===== src/rtl/vtx_pkg.sv =====
`default_nettype none
// ----------------------------------------------------------------------------
// Vertex transform shared definitions
// Types, widths and constants used by the Q16.16 matrix-vector pipeline.
// ----------------------------------------------------------------------------
package vtx_pkg;

  localparam int Dim       = 4;
  localparam int CompW     = 32;
  localparam int FracBits  = 16;
  localparam int NumRegs   = 8;
  localparam int CfgIdxW   = $clog2(NumRegs);
  localparam int CfgDataW  = 2 * CompW;
  localparam int ProdW     = 2 * CompW;
  localparam int PairW     = ProdW + 1;
  localparam int AccW      = ProdW + 2;
  localparam int VecW      = Dim * CompW;

  typedef logic signed [CompW-1:0]  q16_t;
  typedef q16_t        [Dim-1:0]    vec_t;
  typedef vec_t        [Dim-1:0]    mat_t;
  typedef logic signed [ProdW-1:0]  prod_t;
  typedef prod_t       [Dim-1:0]    prod_row_t;
  typedef prod_row_t   [Dim-1:0]    prod_mat_t;
  typedef logic signed [PairW-1:0]  pair_t;
  typedef pair_t       [1:0]        pair_row_t;
  typedef pair_row_t   [Dim-1:0]    pair_mat_t;
  typedef logic signed [AccW-1:0]   acc_t;
  typedef acc_t        [Dim-1:0]    acc_vec_t;
  typedef logic        [CfgDataW-1:0] cfg_word_t;
  typedef cfg_word_t   [NumRegs-1:0]  cfg_file_t;

  typedef struct packed {
    vec_t comp;
    logic sat;
  } result_t;

  localparam acc_t HalfLsb = acc_t'(1) << (FracBits - 1);
  localparam q16_t Q16Max  = {1'b0, {(CompW-1){1'b1}}};
  localparam q16_t Q16Min  = {1'b1, {(CompW-1){1'b0}}};

  localparam cfg_word_t OneLow  = cfg_word_t'(1) << FracBits;
  localparam cfg_word_t OneHigh = cfg_word_t'(1) << (FracBits + CompW);
  localparam cfg_word_t Zero    = '0;

  // Identity matrix after reset.
  localparam cfg_file_t CfgReset = '{OneHigh, Zero, OneLow, Zero,
                                     Zero, OneHigh, Zero, OneLow};

endpackage : vtx_pkg
`default_nettype wire


===== src/rtl/vtx_sum.sv =====
`default_nettype none
// ----------------------------------------------------------------------------
// Row adder tree
// Two registered levels: pair sums, then the row total plus half an LSB.
// ----------------------------------------------------------------------------
module vtx_sum (
  input  wire logic               clk_i,
  input  wire logic               rst_ni,
  input  wire logic               in_valid_i,
  output logic                    in_ready_o,
  input  wire vtx_pkg::prod_mat_t prod_i,
  output logic                    out_valid_o,
  input  wire logic               out_ready_i,
  output vtx_pkg::acc_vec_t       acc_o
);
  import vtx_pkg::*;

  logic      pair_valid_q, acc_valid_q;
  logic      pair_en, acc_en;
  pair_mat_t pair_d, pair_q;
  acc_vec_t  acc_d, acc_q;

  assign acc_en  = !acc_valid_q || out_ready_i;
  assign pair_en = !pair_valid_q || acc_en;

  always_comb begin
    for (int r = 0; r < Dim; r++) begin
      for (int k = 0; k < 2; k++) begin
        pair_d[r][k] = pair_t'(prod_i[r][2*k]) + pair_t'(prod_i[r][2*k+1]);
      end
      acc_d[r] = acc_t'(pair_q[r][0]) + acc_t'(pair_q[r][1]) + HalfLsb;
    end
  end

  always_ff @(posedge clk_i or negedge rst_ni) begin
    if (!rst_ni) begin
      pair_valid_q <= 1'b0;
      acc_valid_q  <= 1'b0;
    end else begin
      if (pair_en) begin
        pair_valid_q <= in_valid_i;
      end
      if (acc_en) begin
        acc_valid_q <= pair_valid_q;
      end
    end
  end

  always_ff @(posedge clk_i) begin
    if (pair_en && in_valid_i) begin
      pair_q <= pair_d;
    end
    if (acc_en && pair_valid_q) begin
      acc_q <= acc_d;
    end
  end

  assign in_ready_o  = pair_en;
  assign out_valid_o = acc_valid_q;
  assign acc_o       = acc_q;

endmodule : vtx_sum
`default_nettype wire


===== config.mk =====
export PLATFORM = sky130hd
export DESIGN_NAME = vtx_sum
export DESIGN_NICKNAME = d
export VERILOG_FILES = /design/src/rtl/vtx_pkg.sv /design/src/rtl/vtx_sum.sv
export SDC_FILE = /design/constraint.sdc
export NUM_CORES = 2
export LEC_CHECK = 0
export BUFFER_PORTS_ARGS = -buffer_cell sky130_fd_sc_hd__buf_2
export CAP_MARGIN = 30
export CORE_AREA = 2 2 510 512
export DETAILED_ROUTE_END_ITERATION = 12
export DIE_AREA = 0 0 512 514
export GPL_TIMING_DRIVEN = 0
export PLACE_DENSITY = 0.48
export SYNTH_ARGS = -nofsm -noshare
export SYNTH_HDL_FRONTEND = slang
export SYNTH_SLANG_ARGS = --single-unit
export TNS_END_PERCENT = 50

===== constraint.sdc =====
create_clock -name clk_i -period 40.6 [get_ports clk_i]
set_input_delay 4.06 -clock clk_i [delete_from_list [all_inputs] [get_ports clk_i]]
set_output_delay 4.06 -clock clk_i [all_outputs]
set_load 0.02 [all_outputs]

# Yosys cells after proc, flatten, opt, wreduce, memory -nomap -nowiden
# Cells that the tools add are included.
# word_totals
regBits	786
latch_bits	0
ram_bits	0
rom_bits	0
input_bits	1028
out_inout_bits	266
wordCells	36
mem_count	0
# classes
add_sub_neg	16
mul	0
n_div	0
magnitude_cmp	0
eq_ne	0
n_shift	0
muxes	0
bitwise_logic	0
reduce_logical	6
# ops
cell	n
adder 64 x 64 -> 65 bit	8
adder 65 x 65 -> 66 bit	4
adder 66 x 17 -> 66 bit, second input constant	4
logical AND 1 bit	2
zero test 1 bit	2
logical OR 1 bit	2

# Logic depth before layout (Yosys ltp)
# depth
ltp_word	4
mapped_depth	16
depth_no_buf	15

# Least setup slack after synthesis
# Ideal clock, no wire load.
# synth_path
path_kind	input to register
startpoint	in out_ready_i
endpoint	reg pair_q[0] in the netlist's numbering (enable)
setup_ps	950
arrival_time_ps	16084
t_required_ps	39650
path_slack_ps	23567
path_stages	2
path_buffers	0
cell_sequence	nand3b_1 and2_1
# synth_between
elab_chain_cells	3
# synth_lines
element	line_no	rtl
from (decl)	vtx_sum.sv:13	input wire logic out_ready_i,
logical OR 1 bit	vtx_sum.sv:23	assign acc_en = !acc_valid_q || out_ready_i;
logical OR 1 bit	vtx_sum.sv:24	assign pair_en = !pair_valid_q || acc_en;
logical AND 1 bit	vtx_sum.sv:50	if (pair_en && in_valid_i) begin
to (signal assigned)	vtx_sum.sv:51	pair_q <= pair_d;
to (decl)	vtx_sum.sv:20	pair_mat_t pair_d, pair_q;
# Every way passes these cells.
# A chain may end at the register's enable or synchronous reset.

# Worst setup path after layout
# layout_path
startpoint	in out_ready_i
endpoint	out in_ready_o
# layout_between
elab_chain_cells	2
# layout_lines
element	line_no	rtl
logical OR 1 bit	vtx_sum.sv:23	
logical OR 1 bit	vtx_sum.sv:24	
to (decl)	vtx_sum.sv:10	output logic in_ready_o,
# Every way passes these cells.

==> results.yml <==
logic_synthesis:
  yosys_warnings: 0
  syn_inst: 7254
  avgSynthCellArea_um2: 9.57
  synthesis.area_mm2: 0.0694
  synth_nets: 9322
  netlist_top_cells_area: "edfxtp_1, ha_1, a21oi_1"
  yosysSeqAreaShare: 0.340
  yosys.area.top_type_share: 0.339
  synthArstFlopShare: 0.00254
  synth_cell_types: 102
  synth_edf_count: 784
  yosysTopAreaCell: "edfxtp_1"
  synth_flop_cell: "edfxtp_1"
  ys_ff_latch: 786
power:
  power.ir.vdd_worst_uv: 32.5
  power.density_mw_per_mm2: 47.5
  leakage_nw: 37.0
timing:
  final-hold-violation-count: 0
  worst_pin_slew_ns: 1.06
  max_slew_margin: 0.287
  final_max_slew_viol_count: 0
  worst_hold_slack_ns: 0.508
  finalClockSkew_ns: 0.0669
  fmax_mhz: 116
  rsz0062_at_grt: "no"
  setup-violations-final: 0
  period_share: 0.212
  fin_crit_ns: 8.59
  setup_tns_ns: 0
worst_setup_path:
  cp.required_ns: 36.54
  setup.worst_path.start_class: "input pin"
  rr_worst_depth: 14
  cp.arrival_ns: 4.53
  crit_path_end_kind: "output pin"
  worst-path-max-fanout: 3
  crit_type: "input pin to output pin"
detailed_routing:
  wl_per_cell_um: 24.6
  drt-total-wl_um: 300000
  drtIter0Drc: 4675
  vias: 63248
  drtAntennaViolNets: 0
  dr.pass1.iters: 5
  viasPerCell: 5.18
  drc: 0
placed_design:
  place_congestion: 0.981
  port_buffers: 1293
  place_hpwl_um: 257000
  dp.cells: 11962
worst_hold_path:
  whs_path_depth: 1
  hold_class: "flop to flop"
job:
  drv_cap: 0
global_route:
  grt_max_degree: 70
  grt_pass1_vias: 62472
  grt_use_total: 0.218
  antenna_found_initial: 127
  grt_pass1_wl_um: 426000
  grt_overflow_total: 0
clock_tree:
  clkTransAtPathRegs_ns: 0.05
  numClockSinks: 786
  cts_setup_buffers: 0
  htree_levels: 3
  cts_resized: 0
  cts_tree: "built"
  cts_buffers: 101
  worstSkewPairLatency_ns: 0.76
  cts_root_buf: "clkbuf_16"
  ctsHoldBuffers: 0
  cts_max_path_buffers: 3
floorplanning:
  dieArea_mm2: 0.263
  die_w_um: 512
  fp.dieH_um: 514
  fp.coreArea_mm2: 0.258
  ioPinCount: 1294
  start_util: 0.269
  row_count: 187
layout:
  nNetsFinal: 10732
  drive_gt1_frac: 0.181
  area_delta_synth_final_pct: 21.1
  fin_cells: 12199
outcome:
  outcome: "completed"
per-layer routing:
metal	vias up	part of all wire	wire [µm]	GRT usage
met5	-	0.0014	409	0
met4	68	0.039	11800	0.0794
met3	434	0.065	19500	0.0454
met2	2141	0.47	139000	0.367
met1	30134	0.43	128000	0.273
li1	30471	-	-	-
cell type report:
class,instances,area [µm²]
timing repair buffer,1307,6820
tap,3402,4260
clock inverter,66,816
clock buffer,116,2610
buffer,220,845
antenna,54,135
fill,26908,174000
sequential,786,23600
multi-input combinational,6039,44200
inverter,209,785
metrics by stage:
stage                     setup WS, ns  area [µm²]  power, mW  utilization
after CTS                        32.01       83900       4.03        0.325
final                            32.01       84000       3.99        0.326
after global routing             31.98       84000       4.24        0.325
after floorplan                  23.57       69400       2.39            -
after detailed placement         31.42       80500       3.05        0.312
after global placement           17.39       80100       3.08        0.311
cell families after synthesis:
| family | count (synthesis) | share of synthesized area |
|---|---|---|
| buf+inv | 429 | 0.0235 |
| flops | 786 | 0.340 |
| mux | 3 | 0.000451 |
| compound gates | 2532 | 0.234 |
| simple gates | 1765 | 0.125 |
| xor+xnor | 699 | 0.0882 |
| fa+ha+maj | 1040 | 0.189 |
sequential cells by signal (all words and copies together) (netlist names):
signal        cells
out_valid_o       1
pair_valid_q      1
acc_o           264
pair_q          520
critical path: stages:
cell      delay, ns
buf_2          0.10
nand3b_1       0.18
buf_2          0.18
where the power goes:
group / leakage, nW / total [mW] / internal [mW] / switching, mW
clock: 1.64 / 0.947 / 0.551 / 0.396
combinational: 27.8 / 1.81 / 0.653 / 1.16
sequential: 7.55 / 1.23 / 1.15 / 0.0836
cells in the mapped netlist, drive strengths merged (110+ instances only):
cell type	n
nand4	160
o21ai	448
edfxtp	784
nor2	390
xor2	247
nand2	516
a21oi	847
nand3	142
inv	209
clkbuf	208
nor2b	110
ha	1028
o21bai	142
a21o	445
xnor2	452
cell usage in the layout (no fill, tap or decap), types with 87 or more instances in the layout:
master and n:
inv_1 209, edfxtp_1 784, a21oi_1 843, nand2_1 515, nand2b_1 90, clkbuf_1 217, buf_2 1303, o21ai_0 429
xnor2_1 452, clkbuf_16 102, a31oi_1 87, o21a_1 95, xor2_1 247, nand4_1 160, nand3_1 142, nor2_1 390
o21bai_1 142, ha_1 1028, nor2b_1 110, a21o_1 445
worst paths after layout:
check	start	end	slack [ns]
min in group asynchronous	rst_ni	pair_valid_q$_DFFE_PN0N_	3.08
max reg2reg	pair_q[326]$_DFFE_PP_	acc_o[175]$_DFFE_PP_	35.59
max	out_ready_i	in_ready_o	32.01
max in group asynchronous	rst_ni	out_valid_o$_DFFE_PN0P_	37.42
min	pair_valid_q$_DFFE_PN0N_	out_valid_o$_DFFE_PN0P_	0.51
min reg2reg	pair_valid_q$_DFFE_PN0N_	out_valid_o$_DFFE_PN0P_	0.51
Note: power is estimated with default switching activity, not from simulation.
