### config.mk
export PLATFORM = sky130hd
export DESIGN_NAME = vtx_sat
export DESIGN_NICKNAME = d
export VERILOG_FILES = /design/src/rtl/vtx_pkg.sv /design/src/rtl/vtx_sat.sv
export SDC_FILE = /design/constraint.sdc
export NUM_CORES = 1
export LEC_CHECK = 0
export BUFFER_PORTS_ARGS = -buffer_cell sky130_fd_sc_hd__buf_2
export CELL_PAD_IN_SITES_DETAIL_PLACEMENT = 0
export CELL_PAD_IN_SITES_GLOBAL_PLACEMENT = 1
export CORE_AREA = 2 2 154 156
export CTS_BUF_LIST = sky130_fd_sc_hd__clkbuf_8 sky130_fd_sc_hd__clkbuf_16
export CTS_CLUSTER_DIAMETER = 100
export DETAILED_ROUTE_END_ITERATION = 10
export DIE_AREA = 0 0 156 158
export PLACE_DENSITY = 0.73
export REMOVE_ABC_BUFFERS = 1
export SLEW_MARGIN = 20
export SYNTH_ARGS = -nofsm -noshare
export SYNTH_HDL_FRONTEND = slang
export SYNTH_SLANG_ARGS = --single-unit
export TNS_END_PERCENT = 30
### constraint.sdc
create_clock -name clk_i -period 3.6 [get_ports clk_i]
set_input_delay 0.18 -clock clk_i [delete_from_list [all_inputs] [get_ports clk_i]]
set_output_delay 0.18 -clock clk_i [all_outputs]
set_load 0.005 [all_outputs]
### src/rtl/vtx_pkg.sv
`default_nettype none
// ----------------------------------------------------------------------------
// Vertex transform shared definitions
// Types, widths and constants used by the Q16.16 matrix-vector pipeline.
// ----------------------------------------------------------------------------
package vtx_pkg;

  localparam int Dim       = 4;
  localparam int CompW     = 32;
  localparam int FracBits  = 16;
  localparam int NumRegs   = 8;
  localparam int CfgIdxW   = $clog2(NumRegs);
  localparam int CfgDataW  = 2 * CompW;
  localparam int ProdW     = 2 * CompW;
  localparam int PairW     = ProdW + 1;
  localparam int AccW      = ProdW + 2;
  localparam int VecW      = Dim * CompW;

  typedef logic signed [CompW-1:0]  q16_t;
  typedef q16_t        [Dim-1:0]    vec_t;
  typedef vec_t        [Dim-1:0]    mat_t;
  typedef logic signed [ProdW-1:0]  prod_t;
  typedef prod_t       [Dim-1:0]    prod_row_t;
  typedef prod_row_t   [Dim-1:0]    prod_mat_t;
  typedef logic signed [PairW-1:0]  pair_t;
  typedef pair_t       [1:0]        pair_row_t;
  typedef pair_row_t   [Dim-1:0]    pair_mat_t;
  typedef logic signed [AccW-1:0]   acc_t;
  typedef acc_t        [Dim-1:0]    acc_vec_t;
  typedef logic        [CfgDataW-1:0] cfg_word_t;
  typedef cfg_word_t   [NumRegs-1:0]  cfg_file_t;

  typedef struct packed {
    vec_t comp;
    logic sat;
  } result_t;

  localparam acc_t HalfLsb = acc_t'(1) << (FracBits - 1);
  localparam q16_t Q16Max  = {1'b0, {(CompW-1){1'b1}}};
  localparam q16_t Q16Min  = {1'b1, {(CompW-1){1'b0}}};

  localparam cfg_word_t OneLow  = cfg_word_t'(1) << FracBits;
  localparam cfg_word_t OneHigh = cfg_word_t'(1) << (FracBits + CompW);
  localparam cfg_word_t Zero    = '0;

  // Identity matrix after reset.
  localparam cfg_file_t CfgReset = '{OneHigh, Zero, OneLow, Zero,
                                     Zero, OneHigh, Zero, OneLow};

endpackage : vtx_pkg
`default_nettype wire

### src/rtl/vtx_sat.sv
`default_nettype none
// ----------------------------------------------------------------------------
// Rounding and saturation stage
// Drops the fraction of each rounded row sum and clamps it to 32 bits.
// ----------------------------------------------------------------------------
module vtx_sat (
  input  wire logic               clk_i,
  input  wire logic               rst_ni,
  input  wire logic               in_valid_i,
  output logic                    in_ready_o,
  input  wire vtx_pkg::acc_vec_t  acc_i,
  output logic                    out_valid_o,
  input  wire logic               out_ready_i,
  output vtx_pkg::result_t        res_o
);
  import vtx_pkg::*;

  localparam int TopLsb = FracBits + CompW - 1;

  logic    valid_q;
  logic    en;
  logic    [Dim-1:0] clip;
  result_t res_d, res_q;

  assign en = !valid_q || out_ready_i;

  always_comb begin
    for (int r = 0; r < Dim; r++) begin
      clip[r] = !((&acc_i[r][AccW-1:TopLsb]) || !(|acc_i[r][AccW-1:TopLsb]));
      if (!clip[r]) begin
        res_d.comp[r] = acc_i[r][FracBits +: CompW];
      end else if (acc_i[r][AccW-1]) begin
        res_d.comp[r] = Q16Min;
      end else begin
        res_d.comp[r] = Q16Max;
      end
    end
    res_d.sat = |clip;
  end

  always_ff @(posedge clk_i or negedge rst_ni) begin
    if (!rst_ni) begin
      valid_q <= 1'b0;
    end else if (en) begin
      valid_q <= in_valid_i;
    end
  end

  always_ff @(posedge clk_i) begin
    if (en && in_valid_i) begin
      res_q <= res_d;
    end
  end

  assign in_ready_o  = en;
  assign out_valid_o = valid_q;
  assign res_o       = res_q;

endmodule : vtx_sat
`default_nettype wire
# After elaboration in Yosys (flattened, before gate mapping)

Cells that the tools add are included.

Flip-flop bits (word level): 130
Bits of input ports: 268
Output and inout bits: 131
Word-level logic and storage cells: 38

Muxes and demuxes: 8
Reduce and logical (&&, ||, !) cells: 24

Operators by type and width:

| kind                 | count |
|---|---|
| 32-bit two-way mux   | 8 |
| 19-bit AND reduction | 4 |
| 19-bit OR reduction  | 4 |
| 1-bit logical NOT    | 9 |
| 1-bit logical OR     | 5 |
| 4-bit OR reduction   | 1 |
| 1-bit logical AND    | 1 |

# Logic depth before layout (Yosys ltp)

Depth in word-level cells: 5
Mapped depth: 6
Mapped depth without buffers: 5

# Worst setup path after synthesis

Ideal clock, no wire load.

Kind: reg-to-reg
Start: register valid_q (netlist: out_valid_o)
End: register res_q (netlist bit res_o[0]), enable pin
Library setup time: 0.504 ns
Arrival time: 3.490 ns
Required time: 3.096 ns
Slack: -0.394 ns
Cell stages (with the launch flop): 3
Buffers on the path: 0
Period minus slack after synthesis: 3.994 ns
Path through: dfrtp_1 > nand2b_1 > and2_1

Word-level cells in the longest chain between the ends: 3

RTL lines:

| item                   | line          | source |
|---|---|---|
| start, declared        | vtx_sat.sv:20 | `logic valid_q;` |
| start signal, assigned | vtx_sat.sv:45 | `valid_q <= in_valid_i;` |
| 1-bit logical NOT      | vtx_sat.sv:25 | `assign en = !valid_q \|\| out_ready_i;` |
| 1-bit logical OR       | vtx_sat.sv:25 |  |
| via in_ready_o         | vtx_sat.sv:10 | `output logic in_ready_o,` |
| 1-bit logical AND      | vtx_sat.sv:50 | `if (en && in_valid_i) begin` |
| end signal, assigned   | vtx_sat.sv:51 | `res_q <= res_d;` |
| end, declared          | vtx_sat.sv:23 | `result_t res_d, res_q;` |

The timed path passes the listed nets, and every way through them passes these cells.
A chain may end at the register's enable or synchronous reset.

==> results.cfg <==
[logic_synthesis]
synth_seq_cells = 130
yosysSeqAreaShare_pct = 69.0
yosysUniqueCellTypes = 19
synthCells = 346
syn_area_per_cell_um2 = 16.3
mappedNetlistArea_mm2 = 0.00565
synth_warnings = 0

[detailed_routing]
dr_wl_met3_mm = 1.42
drt_iter0_drc = 210
routed_wirelength_mm = 15.6
top_layer = met5
wl_met2_mm = 7.72
vias_per_cell = 4.36
m1WireLength_mm = 6.30
wl_per_cell_um = 15.9
ant_nets = 0
dr.pass1.iters = 4
drc = 0
dr_total_vias = 4287

[setup_path]
path_buf_inv = 1
critPathKind = primary input to flop
crit_arrival_ns = 1.86
crit_path_max_incr_delay_ns = 0.64
r2r_cells = 3
cpLargestDelayFamily = simple AND/OR/NAND/NOR gates
crit_path_end_kind = flop
crit_fanout = 32
path_cells = buf_2, nor4_1, nand4_1, nor4_2, a31o_2, nand4_1
crit_required_ns = 3.71
crit_top_cell = nand4_1
worstSetupStartpoint = acc_i[124]
crit_path_end = res_o[0]
rr_startpoint = out_valid_o
r2r_slack_ns = 1.96
cp_slowest_cell = a31o_2
cp.depth = 6
r2r-end = res_o[27]
cp-start-kind = primary input

[cts]
cts_buffers = 17
clockBufferDepth = 2
postCtsSetupRepairBufs = 0
cts-root-buf = clkbuf_16
cts_tree = built
clkLatencyLatePin_ns = 0.41
ctsHoldBuffers = 2
htreeDepth = 4
clk_pin_slew_worst_paths_ns = 0.06
clkSinkCount = 130
cts_resized = 0

[layout]
syn_to_final_growth_pct = 44.1
fin_cells = 983
layout-drive-gt1-share_pct = 67.8
final_area_mm2 = 0.00815
nNetsFinal = 947
post-route-util_pct = 35.3

[timing]
relSlewSlack_pct = 48.6
fin_crit_ns = 1.74
hold_viol = 0
worstMarginPinSlew_ns = 0.771
holdWs_ns = 0.0332
rsz0062_at_grt = false
setup_tns_ns = 0
period_share_pct = 48.4
fmax_ghz = 0.574
slew_violations = 0
finalClockSkew_ns = 0.00489
finalSetupViolCount = 0

[pwr]
switching_share_pct = 22.2
p_clk_share_pct = 44.8
p_sw_w = 0.000868
peakVddDrop_uv = 312
power.leakage_nw = 3.76
pwr-share-seq_pct = 45.6
power_density_mw_per_mm2 = 479
cellInternalPower_w = 0.00304
comb_power_share_pct = 9.5

[place]
port_buffers = 334
dp_hpwl_mm = 11.2
gp_congestion = 0.757
placed_cells = 948
place_area_mm2 = 0.00753

[job]
maxCapViolations = 0

[floorplan]
fp-row-count = 56
start_util_pct = 24.5
core_mm2 = 0.0231
num_io_pins = 399
die-area_mm2 = 0.0246
chipHeight_um = 158
die_w_um = 156

[global_routing]
antenna_found_initial = 2
grt_usage_pct = 12.3
grt_max_degree = 80
grt-ovfl-total = 0
first_global_vias = 4274
grt_pass1_wl_mm = 23.1

[hold_path]
hold_class = primary input to flop

[outcome]
status = finished, final reports clean
-- worst min-delay path by stage --
stage                       end      start  cells after the start  slack (ns)
floorplan           out_valid_o     rst_ni                      0       -0.12
global placement    out_valid_o     rst_ni                      1       -0.04
detailed placement  out_valid_o     rst_ni                      1       -0.04
CTS                   res_o[32]  acc_i[65]                      1       0.009
global route          res_o[32]  acc_i[65]                      1        0.01
finish                res_o[32]  acc_i[65]                      1        0.03
-- synthesized netlist by cell type --
library cell | n | area (µm²)
nand4_1 | 21 | 131
dfrtp_1 | 1 | 25.0
dlygate4sd3_1 | 3 | 30.0
a31o_2 | 4 | 35.0
nand2b_1 | 2 | 12.5
nor4_1 | 16 | 100
and2_1 | 1 | 6.26
buf_4 | 3 | 22.5
buf_6 | 18 | 203
buf_2 | 3 | 15.0
a21o_2 | 85 | 744
a311oi_1 | 1 | 8.76
nor2_1 | 8 | 30.0
clkbuf_1 | 1 | 3.75
a21o_1 | 39 | 293
and3_1 | 4 | 25.0
edfxtp_1 | 129 | 3870
nor4_2 | 4 | 50.1
a311oi_2 | 3 | 45.0
-- power by group through the flow --
stage	logic [W]	registers (W)	clock network, W
floorplan	0.000118	0.00184	0
global placement	0.000371	0.00181	0
detailed placement	0.000375	0.00181	0
CTS	0.000379	0.00178	0.00180
global route	0.000411	0.00179	0.00188
finish	0.000372	0.00178	0.00175
-- state kept, by name, indices dropped and copies added, names as in the netlist --
register     count
out_valid_o      1
res_o          129
-- cells in the final DEF (no fill, tap or decap) --
| cell type | instances |
|---|---|
| a21o_1 | 39 |
| a21o_2 | 85 |
| a311oi_4 | 4 |
| a31o_2 | 4 |
| and2_4 | 1 |
| and3_1 | 4 |
| buf_12 | 1 |
| buf_2 | 334 |
| buf_4 | 5 |
| bufinv_16 | 2 |
| clkbuf_16 | 17 |
| clkbuf_8 | 3 |
| clkinv_2 | 2 |
| clkinv_4 | 4 |
| clkinvlp_4 | 2 |
| dfrtp_1 | 1 |
| diode_2 | 1 |
| dlygate4sd3_1 | 2 |
| edfxtp_1 | 129 |
| inv_1 | 1 |
| inv_6 | 1 |
| nand2b_1 | 2 |
| nand4_1 | 21 |
| nor2_1 | 8 |
| nor4_1 | 16 |
| nor4_2 | 4 |
-- logic make-up after synthesis --
logic type	count (synthesis)	synth area share, %
flip-flops	130	69.0
AO/OA/AOI/OAI	132	19.9
buffers and inverters	28	4.85
AND/OR/NAND/NOR	56	6.28
-- per-layer routing --
layer	vias to the layer above	GRT usage, %
met1	2022	14.3
met3	17	5.69
met4	2	3.41
li1	2063	-
met5	-	0
met2	183	20.5
-- stage by stage --
stage               setup WS, ns  power, W
finish                      1.86   0.00390
global route                1.62   0.00408
CTS                         1.84   0.00396
detailed placement          1.40   0.00219
global placement            1.41   0.00218
floorplan                 -0.394   0.00196
-- cell type report --
| type | count | area (µm²) |
|---|---|---|
| Sequential cell | 130 | 3900 |
| Tap cell | 290 | 363 |
| Clock buffer | 20 | 467 |
| Clock inverter | 12 | 133 |
| Antenna cell | 1 | 2.50 |
| Multi-Input combinational cell | 188 | 1540 |
| Timing Repair Buffer | 342 | 1750 |
| Fill cell | 2301 | 14900 |
Power figures use the tool's default switching activity.
