[config.mk]
export PLATFORM = sky130hd
export DESIGN_NAME = vtx_cfg
export DESIGN_NICKNAME = d
export VERILOG_FILES = /design/src/rtl/vtx_pkg.sv /design/src/rtl/vtx_cfg.sv
export SDC_FILE = /design/constraint.sdc
export NUM_CORES = 1
export LEC_CHECK = 0
export ABC_CLOCK_PERIOD_IN_PS = 1100
export BUFFER_PORTS_ARGS = -buffer_cell sky130_fd_sc_hd__buf_4
export CAP_MARGIN = 20
export CORE_AREA = 2 2 229 231
export CTS_BUF_LIST = sky130_fd_sc_hd__clkbuf_2 sky130_fd_sc_hd__clkbuf_4 sky130_fd_sc_hd__clkbuf_8
export DETAILED_ROUTE_END_ITERATION = 7
export DIE_AREA = 0 0 231 233
export SYNTH_ARGS = -nofsm -noshare
export SYNTH_HDL_FRONTEND = slang
export SYNTH_SLANG_ARGS = --single-unit
[constraint.sdc]
create_clock -name clk_i -period 1.1 [get_ports clk_i]
set_input_delay 0.055 -clock clk_i [delete_from_list [all_inputs] [get_ports clk_i]]
set_output_delay 0.055 -clock clk_i [all_outputs]
set_load 0.01 [all_outputs]
[src/rtl/vtx_pkg.sv]
`default_nettype none
// ----------------------------------------------------------------------------
// Vertex transform shared definitions
// Types, widths and constants used by the Q16.16 matrix-vector pipeline.
// ----------------------------------------------------------------------------
package vtx_pkg;

  localparam int Dim       = 4;
  localparam int CompW     = 32;
  localparam int FracBits  = 16;
  localparam int NumRegs   = 8;
  localparam int CfgIdxW   = $clog2(NumRegs);
  localparam int CfgDataW  = 2 * CompW;
  localparam int ProdW     = 2 * CompW;
  localparam int PairW     = ProdW + 1;
  localparam int AccW      = ProdW + 2;
  localparam int VecW      = Dim * CompW;

  typedef logic signed [CompW-1:0]  q16_t;
  typedef q16_t        [Dim-1:0]    vec_t;
  typedef vec_t        [Dim-1:0]    mat_t;
  typedef logic signed [ProdW-1:0]  prod_t;
  typedef prod_t       [Dim-1:0]    prod_row_t;
  typedef prod_row_t   [Dim-1:0]    prod_mat_t;
  typedef logic signed [PairW-1:0]  pair_t;
  typedef pair_t       [1:0]        pair_row_t;
  typedef pair_row_t   [Dim-1:0]    pair_mat_t;
  typedef logic signed [AccW-1:0]   acc_t;
  typedef acc_t        [Dim-1:0]    acc_vec_t;
  typedef logic        [CfgDataW-1:0] cfg_word_t;
  typedef cfg_word_t   [NumRegs-1:0]  cfg_file_t;

  typedef struct packed {
    vec_t comp;
    logic sat;
  } result_t;

  localparam acc_t HalfLsb = acc_t'(1) << (FracBits - 1);
  localparam q16_t Q16Max  = {1'b0, {(CompW-1){1'b1}}};
  localparam q16_t Q16Min  = {1'b1, {(CompW-1){1'b0}}};

  localparam cfg_word_t OneLow  = cfg_word_t'(1) << FracBits;
  localparam cfg_word_t OneHigh = cfg_word_t'(1) << (FracBits + CompW);
  localparam cfg_word_t Zero    = '0;

  // Identity matrix after reset.
  localparam cfg_file_t CfgReset = '{OneHigh, Zero, OneLow, Zero,
                                     Zero, OneHigh, Zero, OneLow};

endpackage : vtx_pkg
`default_nettype wire

[src/rtl/vtx_cfg.sv]
`default_nettype none
// ----------------------------------------------------------------------------
// Coefficient register file
// Eight 64-bit registers, each holding two Q16.16 coefficients of a row.
// ----------------------------------------------------------------------------
module vtx_cfg (
  input  wire logic                     clk_i,
  input  wire logic                     rst_ni,
  input  wire logic                     cfg_we_i,
  input  wire logic [vtx_pkg::CfgIdxW-1:0] cfg_idx_i,
  input  wire vtx_pkg::cfg_word_t       cfg_wdata_i,
  output vtx_pkg::mat_t                 coef_o
);
  import vtx_pkg::*;

  cfg_file_t regs_q;

  always_ff @(posedge clk_i or negedge rst_ni) begin
    if (!rst_ni) begin
      regs_q <= CfgReset;
    end else if (cfg_we_i) begin
      regs_q[cfg_idx_i] <= cfg_wdata_i;
    end
  end

  for (genvar r = 0; r < Dim; r++) begin : g_row
    for (genvar c = 0; c < Dim; c++) begin : g_col
      localparam int RegSel = r * 2 + c / 2;
      localparam int Lsb    = (c % 2) * CompW;
      assign coef_o[r][c] = regs_q[RegSel][Lsb +: CompW];
    end
  end

endmodule : vtx_cfg
`default_nettype wire

Word level (Yosys, flattened, before mapping)
Index checks and enable logic that the tools add are counted. W data, S select, Z words.

Bits in registers: 512. Output and inout port bits: 512. Bits of input ports: 70. Logic and storage cells: 14.

Mux-type cells: 3. Reduce and logical (&&, ||, !) cells: 1. Order comparisons: 2.

Operator list (number): $bwmux W512 (1); $demux W64 S3 (1); $mux W64 (1); $lt A3 B4 Y1 const B (1); $ge A3 B1 Y1 const B (1); $logic_and A1 B1 Y1 (1).

Depth between registers and ports, before layout
Gate-level depths: netlist of run 1.

Depth after elaboration: 5. Depth in mapped cells: 4. Mapped depth without buffers: 2.

Least setup slack after synthesis of run 1
Ideal clock, no wire load.

Kind: input port to flip-flop. From: input port cfg_idx_i[2] (netlist bit). To: register regs_q, in the netlist coef_o[10]. Arrival time: 1.022 ns. Library setup time: 0.125 ns. Slack: -0.047 ns. Path buffers: 2. Required time: 0.975 ns. Cell stages on the path: 4. Cell sequence: nor4b_1 -> buf_4 -> buf_6 -> mux2_2.

Cells in the longest elaborated chain, start to end: 5. Elaborated cells on any way between the ends: 6. Classes of those cells: 2 x order compare; 3 x mux; 1 x reduce/logical.

Ends and longest elaborated chain: from (decl) (line vtx_cfg.sv:10) `input wire logic [vtx_pkg::CfgIdxW-1:0] cfg_idx_i,`; $lt A3 B4 Y1 (not written as such) or $ge A3 B1 Y1 (tied branches) (line vtx_cfg.sv:22) `regs_q[cfg_idx_i] <= cfg_wdata_i;`; $logic_and A1 B1 Y1 (not written as such) (line vtx_cfg.sv:22); $mux W64 (not written as such) (line vtx_cfg.sv:22); $demux W64 S3 (*) (line vtx_cfg.sv:22); $bwmux W512 (*) (line vtx_cfg.sv:22); to (signal assigned) (line vtx_cfg.sv:20) `regs_q <= CfgReset;`; to (signal, indexed assignment) (line vtx_cfg.sv:22); to (decl) (line vtx_cfg.sv:16) `cfg_file_t regs_q;`.

Mark *: on every way between the ends. The rest lies on a longest branch, timed or not. A chain may end at the register's enable or synchronous reset.

Final worst setup path of run 1
From: register regs_q, in the netlist coef_o[176]. To: output port coef_o[176] (netlist bit).

RTL lines: to (decl) (line vtx_cfg.sv:12) `output vtx_pkg::mat_t coef_o`.

No word-level cell between the ends.

==> results.md, run 1 <==
* Slowest-stage cell, CP: dfstp_2
* Worst reg-to-reg path cell count at 3
* Post-Syn Area per Cell at 17.65 µm²
* Detailed-route wire length at 59.77 mm
* Worst path bufs/invs at 1
* Count leader, synth: dfrtp_1
* Synth Net Count at 1157
* TritonRoute pass-1 iters at 4
* Fin. Hold Viols at 12
* Yosys cell types at 12
* Post-CTS Hold Buffers at 67
* RR Startpoint: coef_o[282]
* DRT met1 WL at 22.53 mm
* GRT Residual Overflow at 0
* Final nets at 1982
* Setup crit start kind: flop
* Pins Over Slew Limit at 0
* Sink Count at 512
* Peak Freq at 732.9 MHz
* CP Cell Sequence: buf_6
* WP data required at 1.04 ns
* Crit path capture type: primary output
* Cell Pwr Density at 2098 mW/mm²
* Critical Path End: coef_o[176]
* Hold Crit Class: primary input to async pin
* H-tree depth at 3
* Most frequent cells after synthesis: dfrtp_1, mux2_2, mux2_1
* Largest net degree at the start of global routing at 56
* Worst-skew pair later-pin latency at 0.65 ns
* Crit. Startpoint: coef_o[176]
* Final Skew at 0 ns
* GRT Util Overall at 0.2196
* Hold slack at -0.06922 ns
* Num CTS Buffers at 88
* Static Leak at 0.01396 µW
* Status: finished, violations left
* Core area at 0.05109 mm²
* Critical path type: flop to primary output
* First-pass GRT wire length at 87.94 mm
* Final min period at 1.364 ns
* Starting density of the core at 0.3754
* Full die area at 0.05382 mm²
* IO Pins at 582
* Post-synth EDFFs at 0
* Failing checks: hold timing, setup timing
* Met3 WL at 4.133 mm
* Die Span Y at 233 µm
* Number of setup violations in the final report at 512
* Clk buf depth at 3
* Register-to-register setup slack at 0.06 ns
* Layout cells sized above 1 at 0.6146
* CTS Root Cell: clkbuf_8
* Vias in the first global route at 13.78k
* Vias per cell at 4.744
* Syn Inst Count at 1087
* Max Cap Viol at 0
* FFs w/ async S/R, synth at 1.000
* Cell area after synthesis at 0.01918 mm²
* Fin util at 0.5858
* Register area share after synthesis at 0.6682
* Worst r2r dst: coef_o[282]
* Max Used Layer: met4
* Row count at 83
* Synth top area share at 0.6627
* Ys flop type: dfrtp_1
* Die Wd at 231 µm
* Synth area leader: dfrtp_1
* Critical Path Fanout Max at 2
* CP max stage delay at 0.56 ns
* DR vias at 12.62k
* Max reg flops at 512
* Detailed placement HPWL at 40.34 mm
* Wirelength per Cell at 22.46 µm
* CP arrival at 1.31 ns
* Min setup slack post-route at -0.2644 ns
* Synth area leaders: dfrtp_1, mux2_2, mux2_1
* Slew headroom at 0.7056
* RSZ-0062 raised after global routing: true
* Stages on worst setup path at 1
* Tcrit/Tclk final at 1.240
* Buffers on Ports at 581
* Worst-margin pin slew at 0.4416 ns
* FILL cells at 4017
* CTS tree: yes
* Ys Warns at 0
* Area Overhead vs Synth at 56.03%
* VDD IR max at 1.243 mV
* Yosys reg bits at 512
* Antenna violations before repair at 1
* Clock Pin Slew Worst Setup and Hold Paths at 0.06 ns
* Initial DRC count at 426
* CP top delay family: flip-flops
* WL met2 at 30.61 mm
* Routed Antenna Nets at 0
* GP Congestion at 0.7709
* DR DRC count at 0
## how the worst min path moves through the flow
stage	from	to	slack, ns
after floorplan	rst_ni	coef_o[0]	-0.24
after global placement	rst_ni	coef_o[56]	0.007
after detailed placement	rst_ni	coef_o[56]	0.01
after CTS	rst_ni	coef_o[56]	-0.12
after global routing	rst_ni	coef_o[56]	-0.1
final	rst_ni	coef_o[56]	-0.07
## per-stage QoR
step | setup WS [ns] | setup TNS [ns] | instance area (µm²) | instances | power [µW]
finish | -0.2644 | -63.60 | 29930 | 2661 | 62800
global route | -0.3299 | -100.07 | 29930 | 2661 | 65740
CTS | -0.3480 | -105.05 | 29600 | 2620 | 63030
detailed placement | -0.3110 | -115.19 | 24820 | 2356 | 40610
global placement | -0.3077 | -108.61 | 24820 | 2356 | 40310
floorplan | 0.02109 | 0 | 19200 | 1087 | 30850
## cell usage in the layout, fill, tap and decap left out, types with 2 or more instances in the layout
cell type      count
and4bb_4           3
buf_12            35
buf_4            174
buf_6            512
bufinv_16          2
clkbuf_4          40
clkbuf_8         107
clkinv_2           5
clkinvlp_4         2
dfrtp_1          508
dfstp_2            4
dlygate4sd3_1     67
inv_6              2
mux2_1           185
mux2_2           327
nand4b_1           3
## report_power, final
group / internal (µW) / switching [µW] / leakage, µW
logic: 11500 / 6960 / 0.00681
registers: 23100 / 3050 / 0.00614
clock network: 10600 / 7650 / 0.00101
total: 45100 / 17600 / 0.0140
## final cells by class
| class | instances | area [µm²] | share of cell area |
|---|---|---|---|
| antenna | 1 | 2.502 | 0.00008361 |
| clock buffer | 147 | 1773 | 0.05924 |
| clock inverter | 11 | 117.6 | 0.003930 |
| multi-input combinational | 520 | 5886 | 0.1966 |
| sequential | 512 | 12820 | 0.4282 |
| tap | 680 | 850.8 | 0.02843 |
| timing repair buffer | 790 | 8483 | 0.2834 |
## logic make-up after synthesis
kind of cell	synth area share
muxes	0.3006
DFF	0.6682
buffers and inverters	0.02681
and+or+nand+nor	0.004436
## timing repair
item	in CTS	in global routing
pin swaps	0	1
hold endpoints to repair	1024	12
gates resized for setup	512	0
cloned	0	1
setup endpoints to repair	512	515
buffers inserted	39	39
## per-layer routing
| layer | vias up | GRT usage |
|---|---|---|
| li1 | 5538 | - |
| met1 | 6517 | 0.2512 |
| met2 | 445 | 0.3712 |
| met3 | 123 | 0.06777 |
| met4 | 0 | 0.1125 |
| met5 | - | 0 |
Note: power is estimated with default switching activity, not from simulation.
==> run 2: changes to the inputs <==
--- a/config.mk
+++ b/config.mk
@@ -5,7 +5,7 @@
 export SDC_FILE = /design/constraint.sdc
 export NUM_CORES = 1
 export LEC_CHECK = 0
-export ABC_CLOCK_PERIOD_IN_PS = 1100
+export ABC_CLOCK_PERIOD_IN_PS = 1700
 export BUFFER_PORTS_ARGS = -buffer_cell sky130_fd_sc_hd__buf_4
 export CAP_MARGIN = 20
 export CORE_AREA = 2 2 229 231
==> constraint.sdc (replaced) <==
create_clock -name clk_i -period 1.7 [get_ports clk_i]
set_input_delay 0.085 -clock clk_i [delete_from_list [all_inputs] [get_ports clk_i]]
set_output_delay 0.085 -clock clk_i [all_outputs]
set_load 0.01 [all_outputs]
==> results.md, run 2 (synthesis results as in run 1) <==
* Status: finished, final reports clean (was finished, violations left)
* Commonest non-fill, non-tap cell in the layout: buf_4 (was buf_6)
* Core area at 0.05109 mm² (unchanged)
* Worst-skew pair later-pin latency at 0.63 ns (was 0.65 ns)
* Min setup slack post-route at 0.1384 ns (was -0.2644 ns)
* Peak Freq at 640.4 MHz
* Hold slack at 0.2002 ns (was -0.06922 ns)
* Vias per cell at 4.783 (was 4.744)
* Clock share of power at 0.315 (was 0.291)
* GP Congestion at 0.7884 (was 0.7709)
* CTS tree: yes (unchanged)
* Area Overhead vs Synth at 41.54% (was 56.03%)
* Register-to-register setup slack at 0.89 ns (was 0.06 ns)
* Vias in the first global route at 13.18k (was 13.78k)
* Combinational share of power at 0.255 (was 0.294)
* Clock Pin Slew Worst Setup and Hold Paths at 0.05 ns (was 0.06 ns)
* Worst-margin pin slew at 0.6122 ns (was 0.4416 ns)
* Initial DRC count at 373 (was 426)
* Fin Setup TNS at 0 ns (was -63.60 ns)
* Critical Path End: coef_o[114] (was coef_o[176])
* Full die area at 0.05382 mm² (unchanged)
* RSZ-0062 raised after global routing: false (was true)
* Sw frac at 0.2813 (was 0.2811)
* Row count at 83 (unchanged)
* Crit path capture type: flop (was primary output)
* Final nets at 1879 (was 1982)
* Crit. Startpoint: cfg_idx_i[2] (was coef_o[176])
* DR DRC count at 0 (unchanged)
* Sink Count at 512 (unchanged)
* Critical path type: primary input to flop (was flop to primary output)
* Max reg flops at 512 (unchanged)
* CTS Root Cell: clkbuf_8 (unchanged)
* GRT Util Overall at 0.2080 (was 0.2196)
* CP arrival at 2.08 ns (was 1.31 ns)
* Tcrit/Tclk final at 0.9186
* Antenna violations before repair at 1 (unchanged)
* Critical Path Fanout Max at 8 (was 2)
* DR vias at 12.22k (was 12.62k)
* H-tree depth at 3 (unchanged)
* Cell Pwr Density at 1400 mW/mm² (was 2098 mW/mm²)
* Starting density of the core at 0.3754 (unchanged)
* Fin. Hold Viols at 0 (was 12)
* Detailed placement HPWL at 39.06 mm (was 40.34 mm)
* Max Cap Viol at 0 (unchanged)
* Pins Over Slew Limit at 0 (unchanged)
* Routed Antenna Nets at 0 (unchanged)
* Seq pwr share at 0.430 (was 0.416)
* Die Wd at 231 µm (unchanged)
* Place WS at 0.2415 ns (was -0.3110 ns)
* Worst reg-to-reg path cell count at 1 (was 3)
* First-pass GRT wire length at 84.04 mm (was 87.94 mm)
* Final Skew at 0 ns (unchanged)
* VDD IR max at 0.7576 mV (was 1.243 mV)
* Hold Path Cell Cnt at 4
* Largest net degree at the start of global routing at 57 (was 56)
* Most frequent cells in the layout: buf_4, dfrtp_1, mux2_2 (was buf_6, dfrtp_1, mux2_2)
* Number of setup violations in the final report at 0 (was 512)
* Slew headroom at 0.5918 (was 0.7056)
* Hold Crit Class: primary input to flop (was primary input to async pin)
* IO Pins at 582 (unchanged)
* TritonRoute pass-1 iters at 4 (unchanged)
* NetSw at 10690 µW (was 17650 µW)
* Die Span Y at 233 µm (unchanged)
* Clk buf depth at 3 (unchanged)
* Final min period at 1.562 ns
* Buffers on Ports at 581 (unchanged)
* RR Startpoint: coef_o[282] (unchanged)
* GRT Residual Overflow at 0 (unchanged)
* Setup crit start kind: primary input (was flop)
* Num CTS Buffers at 86 (was 88)
* WP data required at 2.21 ns (was 1.04 ns)
* Static Leak at 0.01283 µW (was 0.01396 µW)
* Layout cells sized above 1 at 0.5923 (was 0.6146)
* Worst r2r dst: coef_o[282] (unchanged)
* Detailed-route wire length at 56.55 mm (was 59.77 mm)
* Internal power at 27320 µW (was 45150 µW)
* PostCTS Resize Cnt at 0 (was 512)
* Wirelength per Cell at 22.13 µm (was 22.46 µm)
==> run 2: layout make-up <==
class                      count  area, µm²
clock inverter                 8      100.1
antenna                        1      2.502
sequential                   512      12820
multi-input combinational    520       5877
clock buffer                 145       1839
tap                          680      850.8
fill                        4376      23940
timing repair buffer         689       5663
==> run 2: critical path, cell delays in order <==
cell and delay (ns):
dlygate4sd3_1 0.54, buf_4 0.17, and4bb_4 0.37, dlygate4sd3_1 0.58
mux2_1 0.33
==> run 2: timing repair <==
item                      4_1_cts  5_1_grt
hold buffers                   68        0
setup buffers                   0        0
hold endpoints to repair     1020        0
==> run 2: layer usage <==
metal / GRT usage / wire length (µm)
met1: 0.2481 / 22590
met2: 0.3502 / 28310
met3: 0.06054 / 3808
met4: 0.09032 / 1848
met5: 0 / 0
==> run 2: stage by stage <==
stage	instances	instance area, µm²	util	power [µW]
after floorplan	1087	19180	-	19960
after global placement	2333	24530	0.4800	26040
after detailed placement	2333	24530	0.4800	26260
after CTS	2554	27150	0.5313	38560
final	2555	27150	0.5314	38010
after global routing	2555	27150	0.5314	39890
==> run 2: worst min path at each step <==
stage,from,to,slack (ns)
after global placement,rst_ni,coef_o[490],0.09
after CTS,cfg_we_i,coef_o[112],0.13
after detailed placement,rst_ni,coef_o[490],0.09
after floorplan,rst_ni,coef_o[0],-0.21
after global routing,cfg_we_i,coef_o[116],0.17
final,cfg_idx_i[1],coef_o[499],0.20
==> run 2: power groups by stage <==
stage                     Combinational, µW  Sequential (µW)  Clock (µW)
final                                  9680            16400       12000
after global routing                  10300            16700       12900
after CTS                              9860            16400       12300
after detailed placement               9720            16500           0
after global placement                 9620            16400           0
after floorplan                        2320            17600           0
==> run 3: changes to the inputs <==
--- a/config.mk
+++ b/config.mk
@@ -5,13 +5,14 @@
 export SDC_FILE = /design/constraint.sdc
 export NUM_CORES = 1
 export LEC_CHECK = 0
+export ABC_AREA = 0
 export ABC_CLOCK_PERIOD_IN_PS = 1700
 export BUFFER_PORTS_ARGS = -buffer_cell sky130_fd_sc_hd__buf_4
 export CAP_MARGIN = 20
-export CORE_AREA = 2 2 229 231
+export CORE_AREA = 2 2 226 228
 export CTS_BUF_LIST = sky130_fd_sc_hd__clkbuf_2 sky130_fd_sc_hd__clkbuf_4 sky130_fd_sc_hd__clkbuf_8
 export DETAILED_ROUTE_END_ITERATION = 7
-export DIE_AREA = 0 0 231 233
+export DIE_AREA = 0 0 228 230
 export SYNTH_ARGS = -nofsm -noshare
 export SYNTH_HDL_FRONTEND = slang
 export SYNTH_SLANG_ARGS = --single-unit
==> results.md, run 3 (synthesis results as in run 1) <==
* Hold Crit Class: primary input to flop (unchanged)
* Place WS at 0.1287 ns (was 0.2415 ns)
* Worst-margin pin slew at 0.5211 ns (was 0.6122 ns)
* First-pass GRT wire length at 86.73 mm (was 84.04 mm)
* Antenna violations before repair at 0 (was 1)
* GRT Residual Overflow at 0 (unchanged)
* Core area at 0.04986 mm² (was 0.05109 mm²)
* Seq pwr share at 0.430 (about the same)
* CP arrival at 1.31 ns (was 2.08 ns)
* Clock Pin Slew Worst Setup and Hold Paths at 0.07 ns (was 0.05 ns)
* Slew headroom at 0.6508 (was 0.5918)
* TritonRoute pass-1 iters at 4 (unchanged)
* Commonest non-fill, non-tap cell in the layout: buf_4 (unchanged)
* Detailed placement HPWL at 39.70 mm (was 39.06 mm)
* WP data required at 1.62 ns (was 2.21 ns)
* CP Cell Sequence: buf_4 (was dlygate4sd3_1 -> buf_4 -> and4bb_4 -> dlygate4sd3_1 -> mux2_1)
* H-tree depth at 3 (unchanged)
* Detailed-route wire length at 57.51 mm (was 56.55 mm)
* Post-CTS Hold Buffers at 66 (was 68)
* Internal power at 27270 µW (was 27320 µW)
* Final Skew at 0 ns (unchanged)
* GRT Util Overall at 0.2194 (was 0.2080)
* Fin. Hold Viols at 0 (unchanged)
* ANT cells at 0 (was 1)
* IO Pins at 582 (unchanged)
* Crit path capture type: primary output (was flop)
* Die Span Y at 230 µm (was 233 µm)
* Full die area at 0.05244 mm² (was 0.05382 mm²)
* Clk buf depth at 3 (unchanged)
* Post-CTS Setup Inserts at 0 (unchanged)
* Max reg flops at 512 (unchanged)
* Peak Freq at 717.0 MHz (was 640.4 MHz)
* Combinational share of power at 0.255 (about the same)
* Vias per cell at 4.766 (was 4.783)
* Static Leak at 0.01283 µW (about the same)
* Clock share of power at 0.315 (about the same)
* Final nets at 1876 (was 1879)
* Sw frac at 0.2826 (was 0.2813)
* RSZ-0062 raised after global routing: false (unchanged)
* CP max stage delay at 0.53 ns (was 0.58 ns)
* Layout cells sized above 1 at 0.5941 (was 0.5923)
* Vias in the first global route at 13.10k (was 13.18k)
* DR DRC count at 0 (unchanged)
* VDD IR max at 0.7018 mV (was 0.7576 mV)
* Largest net degree at the start of global routing at 65 (was 57)
* NetSw at 10740 µW (was 10690 µW)
* Row count at 82 (was 83)
* FILL cells at 4252 (was 4376)
* Most frequent cells in the layout: buf_4, dfrtp_1, mux2_2 (unchanged)
* Max Cap Viol at 0 (unchanged)
* CTS tree: yes (unchanged)
* Num CTS Buffers at 87 (was 86)
* Cell Pwr Density at 1401 mW/mm² (was 1400 mW/mm²)
* Critical Path Fanout Max at 2 (was 8)
* Tcrit/Tclk final at 0.8204 (was 0.9186)
* Final min period at 1.395 ns (was 1.562 ns)
* Worst path bufs/invs at 1 (was 3)
* Register-to-register setup slack at 0.88 ns (was 0.89 ns)
* Worst-skew pair later-pin latency at 0.63 ns (about the same)
* Buffers on Ports at 581 (unchanged)
* PostCTS Resize Cnt at 0 (unchanged)
* CTS Root Cell: clkbuf_8 (unchanged)
* Setup crit start kind: flop (was primary input)
* Routed Antenna Nets at 0 (unchanged)
* Fin Setup TNS at 0 ns (unchanged)
* Initial DRC count at 351 (was 373)
* Wirelength per Cell at 22.58 µm (was 22.13 µm)
* Status: finished, final reports clean (unchanged)
* Critical path type: flop to primary output (was primary input to flop)
* Number of setup violations in the final report at 0 (unchanged)
* Die Wd at 228 µm (was 231 µm)
* Slowest-stage cell, CP: dfstp_2 (was dlygate4sd3_1)
* Min setup slack post-route at 0.3053 ns (was 0.1384 ns)
* CP top delay family: flip-flops (was buffers and inverters)
* Starting density of the core at 0.3847 (was 0.3754)
* Pins Over Slew Limit at 0 (unchanged)
* GP Congestion at 0.7730 (was 0.7884)
* Sink Count at 512 (unchanged)
* DR vias at 12.14k (was 12.22k)
* Area Overhead vs Synth at 41.41% (was 41.54%)
run 3: changes by cell type in the layout (fill, tap and decap cells not counted):
cell	previous run	this run
buf_12	25	26
buf_4	595	593
bufinv_16	2	1
clkbuf_8	120	122
clkinv_2	3	8
diode_2	1	0
dlygate4sd3_1	68	65
inv_6	2	1
run 3: area by class of cell:
type / instances / area [µm²] / area share
multi-input combinational: 520 / 5877 / 0.2167
clock inverter: 11 / 86.33 / 0.003183
sequential: 512 / 12820 / 0.4725
timing repair buffer: 685 / 5638 / 0.2078
tap: 672 / 840.8 / 0.03100
clock buffer: 147 / 1867 / 0.06882
run 3: tightest hold or removal path, stage by stage:
cell,delay (ns)
buf_4,0.14
and4bb_4,0.28
mux2_1,0.21
run 3: per-stage QoR:
step                total power (µW)  utilization  instance area, µm²  cells  hold WS (ns)
CTS                            38560       0.5440               27130   2547       0.03163
global placement               26070       0.4914               24500   2323       0.06572
finish                         38010       0.5440               27130   2547       0.09180
detailed placement             26260       0.4914               24500   2323       0.08355
floorplan                      19960            -               19180   1087       -0.2106
global route                   39880       0.5440               27130   2547       0.07237
run 3: metal layers:
layer / part of all wire / vias to the layer above / GRT usage / wire, µm
li1: - / 5334 / - / -
met1: 0.40 / 6326 / 0.2625 / 23080
met2: 0.50 / 386 / 0.3693 / 28870
met3: 0.061 / 93 / 0.06225 / 3501
met4: 0.036 / 0 / 0.09824 / 2057
met5: 0 / - / 0 / 0
run 3: power groups by stage:
stage | clock, µW | sequential, µW | combinational [µW]
after global placement | 0 | 16400 | 9640
after global routing | 12900 | 16700 | 10300
after floorplan | 0 | 17600 | 2320
after detailed placement | 0 | 16500 | 9730
final | 12000 | 16300 | 9710
after CTS | 12300 | 16400 | 9870
run 3: final timing paths:
check,cells after the start,endpoint,startpoint
max in group asynchronous,3,coef_o[11],rst_ni
max,1,coef_o[16],coef_o[16]
max reg2reg,1,coef_o[139],coef_o[139]
min,3,coef_o[259],cfg_idx_i[1]
min in group asynchronous,3,coef_o[468],rst_ni
min reg2reg,1,coef_o[102],coef_o[102]
